<file path="config.mk">
export PLATFORM = sky130hd
export DESIGN_NAME = text_word_tokenizer
export DESIGN_NICKNAME = d
export VERILOG_FILES = /design/src/rtl/twt_pkg.sv /design/src/rtl/twt_step.sv /design/src/rtl/twt_out_fifo.sv /design/src/rtl/text_word_tokenizer.sv
export SDC_FILE = /design/constraint.sdc
export NUM_CORES = 1
export LEC_CHECK = 0
export BUFFER_PORTS_ARGS = -buffer_cell sky130_fd_sc_hd__buf_2
export CAP_MARGIN = 15
export CORE_MARGIN = 4
export CORE_UTILIZATION = 55
export DETAILED_ROUTE_END_ITERATION = 10
export GPL_ROUTABILITY_DRIVEN = 0
export PLACE_DENSITY_LB_ADDON = 0.12
export SLEW_MARGIN = 10
export SYNTH_ARGS = -nofsm -noshare
export SYNTH_HDL_FRONTEND = slang
export SYNTH_SLANG_ARGS = --single-unit
</file>
<file path="constraint.sdc">
create_clock -name aclk -period 4.6 [get_ports aclk]
set_input_delay 0.92 -clock aclk [delete_from_list [all_inputs] [get_ports aclk]]
set_output_delay 0.92 -clock aclk [all_outputs]
set_load 0.03 [all_outputs]
</file>
<file path="src/rtl/twt_pkg.sv">
// ----------------------------------------------------------------------------
// twt_pkg
// Types, codes and byte classes shared by the text word tokenizer.
// ----------------------------------------------------------------------------
package twt_pkg;

    typedef enum logic [1:0] {
        KIND_WORD = 2'd0,
        KIND_SENT = 2'd1,
        KIND_FILE = 2'd2
    } kind_t;

    typedef struct packed {
        logic       tag_open;
        logic       in_section;
        logic [3:0] tag_pos;
        logic [2:0] tag_flags;
        logic [1:0] word_len;
        logic [7:0] held_byte;
        logic       last_sent;
    } state_t;

    typedef struct packed {
        kind_t      kind;
        logic [7:0] word_byte;
        logic       word_first;
        logic       word_last;
        logic       last_of_run;
    } result_t;

    localparam state_t STATE_RESET = '{
        tag_open:   1'b0,
        in_section: 1'b0,
        tag_pos:    4'd0,
        tag_flags:  3'b111,
        word_len:   2'd0,
        held_byte:  8'd0,
        last_sent:  1'b0
    };

    localparam logic [7:0] CHAR_LT = 8'h3C;
    localparam logic [7:0] CHAR_GT = 8'h3E;

    function automatic logic is_sep(input logic [7:0] c);
        return c inside {8'h20, 8'h09, 8'h22, 8'h28, 8'h29, 8'h3A, 8'h2B, 8'h2C,
                         8'h3B, 8'h27, 8'h2A, 8'd160, 8'd133, 8'd132, 8'd171,
                         8'd187};
    endfunction

    function automatic logic is_stop(input logic [7:0] c);
        return c inside {8'h2E, 8'h21, 8'h3F};
    endfunction

    function automatic logic is_dash(input logic [7:0] c);
        return c inside {8'h2D, 8'd151, 8'd150};
    endfunction

    // tag names: 0 = "/p", 1 = "section", 2 = "/section"
    function automatic logic [3:0] cand_len(input logic [1:0] idx);
        logic [3:0] len;
        case (idx)
            2'd0:    len = 4'd2;
            2'd1:    len = 4'd7;
            2'd2:    len = 4'd8;
            default: len = 4'd0;
        endcase
        return len;
    endfunction

    function automatic logic [7:0] cand_char(input logic [1:0] idx, input logic [2:0] pos);
        logic [7:0] c;
        case ({idx, pos})
            {2'd0, 3'd0}: c = "/";
            {2'd0, 3'd1}: c = "p";
            {2'd1, 3'd0}: c = "s";
            {2'd1, 3'd1}: c = "e";
            {2'd1, 3'd2}: c = "c";
            {2'd1, 3'd3}: c = "t";
            {2'd1, 3'd4}: c = "i";
            {2'd1, 3'd5}: c = "o";
            {2'd1, 3'd6}: c = "n";
            {2'd2, 3'd0}: c = "/";
            {2'd2, 3'd1}: c = "s";
            {2'd2, 3'd2}: c = "e";
            {2'd2, 3'd3}: c = "c";
            {2'd2, 3'd4}: c = "t";
            {2'd2, 3'd5}: c = "i";
            {2'd2, 3'd6}: c = "o";
            {2'd2, 3'd7}: c = "n";
            default:      c = 8'd0;
        endcase
        return c;
    endfunction

endpackage

</file>
<file path="src/rtl/twt_step.sv">
// ----------------------------------------------------------------------------
// twt_step
// Next state and up to two results for one input item.
// ----------------------------------------------------------------------------
module twt_step
    import twt_pkg::*;
(
    input  state_t          st_i,
    input  logic            tagged_mode,
    input  logic [7:0]      text_byte,
    input  logic            is_line_end,
    input  logic            is_file_end,
    output state_t          st_o,
    output result_t [1:0]   res_o,
    output logic [1:0]      res_cnt_o
);

    logic       intag;
    logic       kept;
    logic       ew_emit;
    logic       ew_ls;
    logic       sect;
    logic [7:0] lb;
    logic [2:0] hit;
    logic       a_v;
    logic       b_v;
    result_t    a;
    result_t    b;
    state_t     nx;

    assign intag = tagged_mode && st_i.tag_open;
    assign kept  = !tagged_mode || st_i.in_section;
    assign sect  = tagged_mode && st_i.in_section;
    assign ew_emit = (st_i.word_len != 2'd0) &&
                     !((st_i.word_len == 2'd1) && is_dash(st_i.held_byte)) && kept;
    assign ew_ls = ew_emit ? 1'b0 : st_i.last_sent;
    assign lb = (text_byte inside {[8'h41:8'h5A]}) ? text_byte + 8'd32 : text_byte;

    always_comb begin
        for (int i = 0; i < 3; i++) begin
            hit[i] = st_i.tag_flags[i] && (st_i.tag_pos == cand_len(2'(i)));
        end
    end

    always_comb begin
        nx  = st_i;
        a_v = 1'b0;
        b_v = 1'b0;
        a   = '{kind: KIND_WORD, word_byte: st_i.held_byte,
                word_first: (st_i.word_len == 2'd1), word_last: 1'b1, last_of_run: 1'b0};
        b   = '{kind: KIND_SENT, word_byte: 8'd0, word_first: 1'b0, word_last: 1'b0,
                last_of_run: 1'b0};
        if (is_file_end) begin
            a_v    = !intag && ew_emit;
            b.kind = KIND_FILE;
            b_v    = 1'b1;
            nx     = STATE_RESET;
        end else if (is_line_end) begin
            if (intag) begin
                nx.tag_flags = 3'b000;
            end else begin
                a_v          = ew_emit;
                nx.word_len  = 2'd0;
                nx.last_sent = ew_ls;
            end
        end else if (intag) begin
            if (text_byte == CHAR_GT) begin
                if (st_i.in_section && hit[0]) begin
                    b_v          = !st_i.last_sent;
                    nx.last_sent = 1'b1;
                end else if (hit[1]) begin
                    nx.in_section = 1'b1;
                end else if (hit[2]) begin
                    nx.in_section = 1'b0;
                end
                nx.tag_open = 1'b0;
            end else begin
                for (int i = 0; i < 3; i++) begin
                    if (st_i.tag_pos >= cand_len(2'(i)) ||
                        cand_char(2'(i), st_i.tag_pos[2:0]) != lb) begin
                        nx.tag_flags[i] = 1'b0;
                    end
                end
                if (st_i.tag_pos != 4'd15) begin
                    nx.tag_pos = st_i.tag_pos + 4'd1;
                end
            end
        end else if (is_sep(text_byte)) begin
            a_v          = ew_emit;
            nx.word_len  = 2'd0;
            nx.last_sent = ew_ls;
        end else if (is_stop(text_byte)) begin
            a_v          = ew_emit;
            nx.word_len  = 2'd0;
            b_v          = sect && !ew_ls;
            nx.last_sent = sect ? 1'b1 : ew_ls;
        end else if (tagged_mode && text_byte == CHAR_LT) begin
            a_v          = ew_emit;
            nx.word_len  = 2'd0;
            nx.last_sent = ew_ls;
            nx.tag_open  = 1'b1;
            nx.tag_pos   = 4'd0;
            nx.tag_flags = 3'b111;
        end else begin
            if (st_i.word_len != 2'd0 && kept) begin
                a_v          = 1'b1;
                a.word_last  = 1'b0;
                nx.last_sent = 1'b0;
            end
            nx.held_byte = text_byte;
            if (st_i.word_len != 2'd3) begin
                nx.word_len = st_i.word_len + 2'd1;
            end
        end
    end

    always_comb begin
        res_o[0] = a_v ? a : b;
        res_o[1] = b;
        res_cnt_o = {1'b0, a_v} + {1'b0, b_v};
        if (a_v && b_v) begin
            res_o[1].last_of_run = 1'b1;
        end else begin
            res_o[0].last_of_run = 1'b1;
        end
    end

    assign st_o = nx;

endmodule

</file>
<file path="src/rtl/twt_out_fifo.sv">
// ----------------------------------------------------------------------------
// twt_out_fifo
// Result queue: takes up to two items per cycle, hands out one per cycle while rd_ready is high.
// ----------------------------------------------------------------------------
module twt_out_fifo
    import twt_pkg::*;
#(
    parameter int DEPTH = 4
)
(
    input  logic            aclk,
    input  logic            aresetn,
    input  logic [1:0]      wr_n,
    input  result_t [1:0]   wr_data,
    output logic            room2,
    output logic            rd_valid,
    input  logic            rd_ready,
    output result_t         rd_data
);

    localparam int PW = (DEPTH > 1) ? $clog2(DEPTH) : 1;
    localparam int CW = $clog2(DEPTH + 1);

    result_t        mem [DEPTH];
    logic [PW-1:0]  wr_ptr_reg;
    logic [PW-1:0]  rd_ptr_reg;
    logic [CW-1:0]  count_reg;
    logic [PW-1:0]  wr_ptr1;
    logic           pop;

    function automatic logic [PW-1:0] inc(input logic [PW-1:0] p);
        return (p == PW'(DEPTH - 1)) ? '0 : p + PW'(1);
    endfunction

    assign wr_ptr1  = inc(wr_ptr_reg);
    assign rd_valid = (count_reg != '0);
    assign pop      = rd_valid && rd_ready;
    assign room2    = (count_reg <= CW'(DEPTH - 2));
    assign rd_data  = mem[rd_ptr_reg];

    always_ff @(posedge aclk) begin
        if (wr_n != 2'd0) begin
            mem[wr_ptr_reg] <= wr_data[0];
        end
        if (wr_n == 2'd2) begin
            mem[wr_ptr1] <= wr_data[1];
        end
    end

    always_ff @(posedge aclk) begin
        if (!aresetn) begin
            wr_ptr_reg <= '0;
            rd_ptr_reg <= '0;
            count_reg  <= '0;
        end else begin
            if (wr_n == 2'd1) begin
                wr_ptr_reg <= wr_ptr1;
            end else if (wr_n == 2'd2) begin
                wr_ptr_reg <= inc(wr_ptr1);
            end
            if (pop) begin
                rd_ptr_reg <= inc(rd_ptr_reg);
            end
            count_reg <= count_reg + CW'(wr_n) - CW'(pop);
        end
    end

    a_count_bound: assert property (@(posedge aclk) disable iff (!aresetn)
        count_reg <= CW'(DEPTH)) else $error("result queue count past depth");

    a_no_overflow: assert property (@(posedge aclk) disable iff (!aresetn)
        (wr_n != 2'd0) |-> room2) else $error("result queue written without room");

    a_count_track: assert property (@(posedge aclk) disable iff (!aresetn)
        (wr_n == 2'd2 && !pop) |=> count_reg == $past(count_reg) + CW'(2))
        else $error("result queue count lost a double write");

endmodule

</file>
<file path="src/rtl/text_word_tokenizer.sv">
// ----------------------------------------------------------------------------
// text_word_tokenizer
// Splits a byte stream into word bytes, sentence ends and file end.
//
//   channel | direction | payload
//   cfg     | in        | cfg_tagged_mode
//   s       | in        | s_text_byte, s_is_line_end, s_is_file_end
//   m       | out       | m_event_kind, m_word_byte, m_word_first, m_word_last,
//           |           | m_last_of_run
//
// One input item per cycle while s_ready is high; its zero to two results
// enter the result queue at the accepting edge and leave one per cycle, so
// output draining sets rate. s_ready is high while the queue has room for
// two items. Reset clears scan state, tagged mode and the queue; tagged
// mode survives file end. Configuration is always ready.
// ----------------------------------------------------------------------------
module text_word_tokenizer
    import twt_pkg::*;
#(
    parameter int OUT_DEPTH = 4
)
(
    input  logic        aclk,
    input  logic        aresetn,
    input  logic        cfg_valid,
    output logic        cfg_ready,
    input  logic        cfg_tagged_mode,
    input  logic        s_valid,
    output logic        s_ready,
    input  logic [7:0]  s_text_byte,
    input  logic        s_is_line_end,
    input  logic        s_is_file_end,
    output logic        m_valid,
    input  logic        m_ready,
    output logic [1:0]  m_event_kind,
    output logic [7:0]  m_word_byte,
    output logic        m_word_first,
    output logic        m_word_last,
    output logic        m_last_of_run
);

    state_t         state_reg;
    state_t         state_next;
    logic           tagged_mode_reg;
    result_t [1:0]  res;
    logic [1:0]     res_cnt;
    logic           accept;
    result_t        head;

    assign cfg_ready = 1'b1;
    assign accept    = s_valid && s_ready;

    twt_step u_step (
        .st_i        (state_reg),
        .tagged_mode (tagged_mode_reg),
        .text_byte   (s_text_byte),
        .is_line_end (s_is_line_end),
        .is_file_end (s_is_file_end),
        .st_o        (state_next),
        .res_o       (res),
        .res_cnt_o   (res_cnt)
    );

    twt_out_fifo #(
        .DEPTH (OUT_DEPTH)
    ) u_fifo (
        .aclk     (aclk),
        .aresetn  (aresetn),
        .wr_n     (accept ? res_cnt : 2'd0),
        .wr_data  (res),
        .room2    (s_ready),
        .rd_valid (m_valid),
        .rd_ready (m_ready),
        .rd_data  (head)
    );

    always_ff @(posedge aclk) begin
        if (!aresetn) begin
            state_reg       <= STATE_RESET;
            tagged_mode_reg <= 1'b0;
        end else begin
            if (accept) begin
                state_reg <= state_next;
            end
            if (cfg_valid && cfg_ready) begin
                tagged_mode_reg <= cfg_tagged_mode;
            end
        end
    end

    assign m_event_kind  = head.kind;
    assign m_word_byte   = head.word_byte;
    assign m_word_first  = head.word_first;
    assign m_word_last   = head.word_last;
    assign m_last_of_run = head.last_of_run;

    a_plain_no_sent: assert property (@(posedge aclk) disable iff (!aresetn)
        (accept && !tagged_mode_reg && res_cnt != 2'd0) |->
        (res[0].kind != KIND_SENT && res[1].kind != KIND_SENT || res_cnt == 2'd1 &&
         res[0].kind != KIND_SENT)) else $error("sentence end in plain mode");

    a_file_reset: assert property (@(posedge aclk) disable iff (!aresetn)
        (accept && s_is_file_end) |=> (state_reg == STATE_RESET))
        else $error("state not cleared after file end");

    a_plain_no_tag: assert property (@(posedge aclk) disable iff (!aresetn)
        (accept && !tagged_mode_reg && !state_reg.tag_open) |=> !state_reg.tag_open)
        else $error("tag opened in plain mode");

endmodule
</file>
======== Yosys cells after proc, flatten, opt, wreduce, memory -nomap -nowiden ========
Memories as Yosys holds them, arrays and structs flattened. A register that Yosys moved wholly into a read port is not among the register bits.
Index checks and enable logic that the tools add are counted.
cells by class
  add/sub/neg operators ................... 9
  magnitude comparators ................... 6
  eq/ne operators ......................... 63
  muxes and demuxes ....................... 109
  reduce and logical (&&, ||, !) cells .... 49
operators with widths
  cell                                                 number
  2-to-1 mux 8 bit                                     17
  equality test 8 x 6 -> 1 bit, second input constant  16
  one-hot mux 8 bit (8 select lines)                   1
  equality test 8 bit, second input constant           7
  2-to-1 mux 4 bit                                     13
  2-to-1 mux 1 bit                                     50
  one-hot mux 7 bit (7 select lines)                   1
  2-to-1 mux 7 bit                                     5
  2-to-1 mux 2 bit                                     15
  AND reduction 7 bit                                  4
  inequality test 8 bit                                3
  2-to-1 mux 20 bit                                    1
  inequality test 4 bit, second input constant         5
  AND reduction 6 bit                                  3
  logical AND 1 bit                                    17
  nonzero test 16 bit                                  1
  inequality test 3 bit, second input constant         5
  nonzero test 3 bit                                   5
  one-hot mux 7 bit (2 select lines)                   1
  2-to-1 mux 13 bit                                    1
  equality test 3 bit, second input constant           4
  greater-or-equal comparator 4 bit                    3
  inequality test 2 bit, second input constant         6
  2-to-1 mux 10 bit                                    1
  other kinds (31)                                     51
storage, ports and cells
  register bits after elaboration ......... 28
  RAM bits ................................ 52
  memories kept ........................... 1
memories
  name        words  bits a word  rd ports  clocked after Yosys merged registers in  write ports  line                source
  u_fifo.mem  4      13           1         1                                        2            twt_out_fifo.sv:24  result_t mem [DEPTH];

======== Logic depth before layout (Yosys ltp) ========
Gate-level depths: netlist (run 1).
  depth after elaboration ................. 19
  gate-level depth with buffers ........... 19
  gate-level depth less buffers ........... 16

======== By module ========
Synthesis (run 1) repeated with hierarchy kept, for this count alone.
unflattened totals
  cells, all modules ...................... 541
  area total of the unflattened synthesis .. 5640.4 µm²
by module, submodules not included
  module               instances  cells each  area an instance (µm²)  seq. area each (µm²)
  twt_out_fifo         1          195         3134.3                  1741.7
  twt_step             1          248         1640.3                  0.0
  text_word_tokenizer  1          98          865.8                   420.4

======== Least setup slack after synthesis (run 1) ========
Ideal clock, no wire load.
  path kind ............................... input-to-reg
  start ................................... input port s_text_byte[1]
  end ..................................... memory u_fifo.mem[0][0] in the netlist's numbering, enable pin
  setup time .............................. 300 ps
  arrival ................................. 3957 ps
  required time ........................... 4300 ps
  slack ................................... 343 ps
  stages .................................. 15
  path buffers ............................ 5
  cell sequence ........................... buf_2 -> clkbuf_1 -> or4_1 -> a21boi_0 -> o2111ai_1 -> o22a_1 -> o21ai_0 -> ha_1 -> buf_2 -> nor2_1 -> nor4b_1 -> clkbuf_1 -> a21boi_0 -> clkbuf_1 -> inv_1
RTL lines
  item             line                       source
  start, declared  text_word_tokenizer.sv:30  input logic [7:0] s_text_byte,
  end, declared    twt_out_fifo.sv:24

==> run summary, run 1 <==
FF+latch area -> 1760 um^2
flops & latches, synth -> 82
H-tree lvl count -> 3
CP arrival -> 4080 ps
post-route minimum period -> 4030 ps
Initial DRT Pass Iterations -> 5
final setup vio count -> 0
Mapped Area -> 4840 um^2
IO Pins -> 32
Die Area -> 10400 um^2
CP top delay family -> compound AO/OA/AOI/OAI gates
RSZ-0062 raised after global routing -> no
TritonCTS Sinks -> 82
outcome -> completed
Crit Reg-Reg Endpoint -> u_fifo.mem[3][11]
Worst-path clk slew -> 90 ps
max-slew violations -> 0
count of input and output buffers -> 30
Initial Utilization -> 57.8%
Cell Chain, Critical Path -> buf_2, or4_1, a21boi_0, o2111ai_1, o22a_1, o21ai_0, ha_1, nor2_1, nor4b_1, buf_4, a21boi_0, inv_1
clock skew -> 14.7 ps
n_diodes -> 0
Via density -> 6.27
Fill cells -> 744
CP startpoint -> s_text_byte[1]
Critical Path RT -> 4650 ps
pwr dens -> 335 nW/um^2
antenna violations before repair -> 0
Max Cap Viol -> 0
EDFF count, synth -> 12
Hold Crit Start -> u_fifo.mem[3][3]
CTS tree -> yes
violation count after the first detailed-route iteration -> 197
synth top area cells -> dfxtp_1 29%, edfxtp_1 7.4%, mux4_2 6.0%
most numerous cell in the Yosys netlist -> dfxtp_1
die width -> 102 um
Post-Synthesis Cells -> 525
share of the synthesized area in the top cell type -> 28.9%
gr ovfl total -> 0
syn_nets -> 564
cts repair resizes -> 0
fmax -> 0.248 GHz
Netlist cell types -> 71
WHS -> 465 ps
worst relative slew slack -> 29.5%
hold_buf cts -> 0
Lkg Pwr -> 1.98 nW
via count -> 4179
critical path capture point -> u_fifo.mem[3][11]
final hold violations -> 0
Num CTS Buffers -> 9
pin count of the biggest net entering global routing -> 34
max FFs per register -> 52
WL/cell -> 17.5 um
Die Height -> 102 um
CP Depth -> 12
Async SR Flop Fraction -> 0%
Hold Path Class -> reg -> reg
Max clock buf depth -> 2
CP max stage cell -> a21boi_0
DRT Wirelength -> 11700 um
largest area contributor in the netlist -> dfxtp_1
Top cell by count, worst path -> a21boi_0
worst stage delay on the critical path -> 820 ps
sequential area share after synthesis -> 36.4%
Worst-Margin Slew -> 1050 ps
period utilization -> 87.6%
Area growth syn-to-layout -> 10.4%
R2R Setup Slk -> 1040 ps
syn avg cell area -> 9.22 um^2
Worst-Skew Late Latency -> 350 ps
reg-to-reg critical path startpoint -> state_reg[15]
row count -> 33
final net count -> 596
Final TNS setup -> 0 ps
Worst Path Buf+Inv -> 3
CP Launch Type -> input port
Main synth FF type -> dfxtp_1
vias in the first global route -> 4054
cells on worst reg2reg path -> 12
multi-input logic area -> 2840 um^2
core area -> 8380 um^2
postcts setup bufs -> 0
first-pass GRT wire length -> 19400 um
synth cell count leaders -> 70 x dfxtp_1, 61 x nand2_1, 28 x o21ai_0
critical path endpoint category -> flop
Yosys warning count -> 0
Routed Antenna Nets -> 0
critical path class -> in -> reg
Clock Tree Root -> clkbuf_8
maximum vdd drop -> 0.225 mV
DRC -> 0
share of layout cells above drive strength 1 -> 18.0%
crit-path max FO -> 7
gr usage total -> 23.4%
HPWL after DPL -> 8660 um
[how the worst min path moves through the flow]
stage,end,depth (start not counted)
after floorplan,u_fifo.mem[1][9],2
after global placement,u_fifo.mem[3][3],2
after detailed placement,u_fifo.mem[3][3],2
after CTS,u_fifo.mem[3][3],2
after global routing,u_fifo.mem[1][5],1
final,u_fifo.mem[3][3],2
[where the power goes]
part	switching [W]	total [W]	internal [W]	leakage (nW)
Clock	0.000270	0.000470	0.000200	0.0866
Combinational	0.000280	0.000487	0.000207	1.22
Sequential	0.0000637	0.000836	0.000773	0.675
Total	0.000614	0.00179	0.00118	1.98
[cell families (layout without fill, tap and decap cells)]
kind of cell,after synthesis,after routing,share of synthesized area (%)
AO/OA/AOI/OAI,153,153,24.2
XOR/XNOR,14,14,2.53
adder cells (fa/ha/maj),24,24,6.30
buffers and inverters,60,97,5.06
flip-flops,82,82,36.4
multiplexers,17,17,6.90
other,1,1,0.0774
AND/OR/NAND/NOR,174,174,18.6
[routing by layer]
| layer | vias up | routed length, um | GRT usage [%] |
|---|---|---|---|
| met2 | 107 | 5620 | 39.0 |
| met1 | 2008 | 5260 | 30.4 |
| met5 | - | 0 | 0 |
| met4 | 0 | 267 | 8.98 |
| li1 | 2035 | - | - |
| met3 | 29 | 550 | 4.10 |
[layout by cell type, fill, tap and decap left out, types with 3 or more instances in the layout]
cell / count
nor2b_1: 10
nand3_1: 20
edfxtp_1: 12
nor3b_1: 3
xnor2_1: 9
o211ai_1: 3
a22o_1: 11
buf_4: 27
inv_1: 23
mux2i_1: 3
a32o_1: 24
xor2_1: 5
mux4_2: 13
a21oi_1: 19
a31oi_1: 7
nor2_1: 23
dfxtp_1: 70
nor4b_1: 3
a21boi_0: 12
and2_1: 8
a211oi_1: 9
o22ai_4: 3
o21ai_0: 28
buf_2: 30
o22ai_1: 6
ha_1: 22
nor3_1: 11
nand4_1: 4
o21a_1: 4
o31ai_1: 3
or3_1: 4
and3_1: 7
clkbuf_8: 9
or4_1: 4
nand2_1: 61
o2111ai_1: 4
[final cells by class]
type	instances	area share, %
Multi-Input combinational cell	383	53.0
Sequential cell	82	32.9
Timing Repair Buffer	57	6.60
Tap cell	105	2.46
Clock buffer	9	2.32
Inverter	24	1.68
Clock inverter	7	0.983
[through the flow]
step	instance area, um^2	util (%)	power [W]	worst slack, ps	instances
2_1_floorplan	4840	-	0.00120	343	525
3_3_place_gp	5170	61.7	0.00133	279	651
3_5_place_dp	5170	61.7	0.00134	231	651
4_1_cts	5350	63.8	0.00181	602	667
5_1_grt	5350	63.8	0.00190	233	667
6_report	5350	63.8	0.00179	568	667
[worst register-to-register path, delay by kind of cell, from the launching register on]
family,cells,cell delay (ps)
flip-flops,1,460
AND/OR/NAND/NOR,4,540
buffers and inverters,3,480
AO/OA/AOI/OAI,3,1210
adder cells (fa/ha/maj),2,600
Power figures use the tool's default switching activity.
==> run 2: changes to the inputs <==
ABC_CLOCK_PERIOD_IN_PS = 4100   (was default)
clock period = 4.1 ns   (was 4.6 ns; I/O delays follow)
==> run 2 against run 1 <==
Global-route usage is 0.38 points higher; routed wire length increased by 1.4%; via count up 0.36%; final cell count unchanged; power grew 17%; largest power group unchanged; critical path type unchanged; first-iteration DRC count increased by 9.6%; largest cell class unchanged; sequential power is 12% higher; clock-buffer cell count up 1; worst setup slack worse by 210 ps; sequential share of layout area fell by 0.21 points.
==> run summary, run 2 (synthesized netlist as in run 1, its figures left out) <==
clock skew -> 14.0 ps (-0.715 ps)
pin count of the biggest net entering global routing -> 35 (+2.9%)
crit-path max FO -> 8 (+1)
critical path endpoint category -> flop
Initial Utilization -> 57.8% (unchanged)
Post-DP Area -> 5170 um^2 (unchanged)
core area -> 8380 um^2 (unchanged)
Fill cells -> 709 (-4.7%)
Max Cap Viol -> 0 (unchanged)
CTS tree -> yes
max FFs per register -> 52 (unchanged)
RSZ-0062 raised after global routing -> no
first-pass GRT wire length -> 19700 um (+1.2%)
row count -> 33 (unchanged)
DRT Wirelength -> 11900 um (+1.4%)
die width -> 102 um (unchanged)
Cell Chain, Critical Path -> buf_2, or4_1, a21boi_0, o2111ai_1, o22a_1, o21ai_0, ha_1, nand2_1, inv_1, ha_1, buf_4, nand2_1, and3_1, nand2_1, o31a_1, o21ai_0
vias in the first global route -> 3955 (-2.4%)
cts repair resizes -> 0 (unchanged)
gr usage total -> 23.8% (+0.38 points)
worst relative slew slack -> 42.6% (+13 points)
Final Cell Area -> 5380 um^2 (+0.63%)
post-route minimum period -> 3740 ps
postcts setup bufs -> 0 (unchanged)
Max clock buf depth -> 2 (unchanged)
CP arrival -> 3970 ps (-110 ps)
worst setup margin -> 359 ps (-209 ps)
Worst-path clk slew -> 100 ps (about the same)
H-tree lvl count -> 3 (unchanged)
period utilization -> 91.2%
Area growth syn-to-layout -> 11.1%
final setup vio count -> 0 (unchanged)
placed cell count -> 651 (unchanged)
Via density -> 6.29 (+0.36%)
pwr dens -> 391 nW/um^2 (+17%)
max-slew violations -> 0 (unchanged)
final hold violations -> 0 (unchanged)
violation count after the first detailed-route iteration -> 216 (+9.6%)
IO Pins -> 32 (unchanged)
Die Area -> 10400 um^2 (unchanged)
commonest non-fill, non-tap cells in the layout -> 70 x dfxtp_1, 61 x nand2_1, 30 x buf_2, 28 x o21ai_0, 27 x buf_4
Routed Antenna Nets -> 0 (unchanged)
final net count -> 596 (unchanged)
Lkg Pwr -> 2.00 nW (+0.69%)
DRC -> 0 (unchanged)
Final TNS setup -> 0 ps (unchanged)
via count -> 4194 (+0.36%)
hold_buf cts -> 0 (unchanged)
outcome -> completed
Hold Path Class -> reg -> reg
n_diodes -> 0 (unchanged)
commonest non-fill, non-tap cell in the layout -> dfxtp_1
HPWL after DPL -> 8540 um (-1.4%)
antenna violations before repair -> 0 (unchanged)
Initial DRT Pass Iterations -> 5 (unchanged)
worst stage delay on the critical path -> 500 ps (-320 ps)
Critical Path RT -> 4320 ps (-330 ps)
fmax -> 0.267 GHz
critical path class -> in -> reg
share of layout cells above drive strength 1 -> 18.0% (unchanged)
CP top delay family -> compound AO/OA/AOI/OAI gates
gr ovfl total -> 0 (unchanged)
count of input and output buffers -> 30 (unchanged)
WL/cell -> 17.8 um (+1.4%)
CP max stage cell -> or4_1
Top cell by count, worst path -> nand2_1
maximum vdd drop -> 0.213 mV (-5.3%)
Die Height -> 102 um (unchanged)
DP Worst Slack -> 4.88 ps (-226 ps)
TritonCTS Sinks -> 82 (unchanged)
Clock Tree Root -> clkbuf_8
CP Launch Type -> input port
Worst-Skew Late Latency -> 360 ps (about the same)
Worst Path Buf+Inv -> 3 (unchanged)
Num CTS Buffers -> 9 (unchanged)
non-filler cells, final -> 667 (unchanged)
Worst-Margin Slew -> 860 ps (-188 ps)
run 2: layout make-up:
type                            instances  area [um^2]  area share, %
Tap cell                              105          131           2.44
Clock inverter                          6         72.6           1.35
Multi-Input combinational cell        383         2840           52.7
Clock buffer                           10          138           2.56
Timing Repair Buffer                   57          353           6.56
Sequential cell                        82         1760           32.7
Inverter                               24         90.1           1.67
run 2: worst paths after layout:
path / from / end / slack (ps) / cells past startpoint
hold / removal: u_fifo.mem[3][5] / u_fifo.mem[3][5] / 460 / 2
setup reg to reg: state_reg[14] / u_fifo.mem[3][10] / 710 / 17
setup / recovery: s_text_byte[1] / u_fifo.mem[3][10] / 360 / 16
hold reg to reg: u_fifo.mem[3][5] / u_fifo.mem[3][5] / 460 / 2
run 2: report_power, final:
part	total [W]	switching, W	leakage (nW)	internal, W
combinational	0.000541	0.000310	1.22	0.000231
clock	0.000626	0.000320	0.104	0.000306
sequential	0.000940	0.0000735	0.671	0.000867
run 2: layer usage:
metal	track usage (%)	up-vias	wire length, um
li1	-	2033	-
met1	32.1	2003	5330
met2	39.6	141	5740
met3	3.82	17	618
met4	6.86	0	163
met5	0	-	0
run 2: stage by stage:
step / hold WS [ps] / power (W) / utilization, %
after floorplan: 420 / 0.00135 / -
after global placement: 435 / 0.00148 / 61.7
after detailed placement: 440 / 0.00150 / 61.7
after CTS: 463 / 0.00212 / 64.2
after global routing: 480 / 0.00221 / 64.2
final: 461 / 0.00211 / 64.2
run 2: tightest hold or removal path, delay by kind of cell (launching register included):
kind,cells,cell delay [ps]
simple gates,1,40
compound gates,1,60
flops,1,330
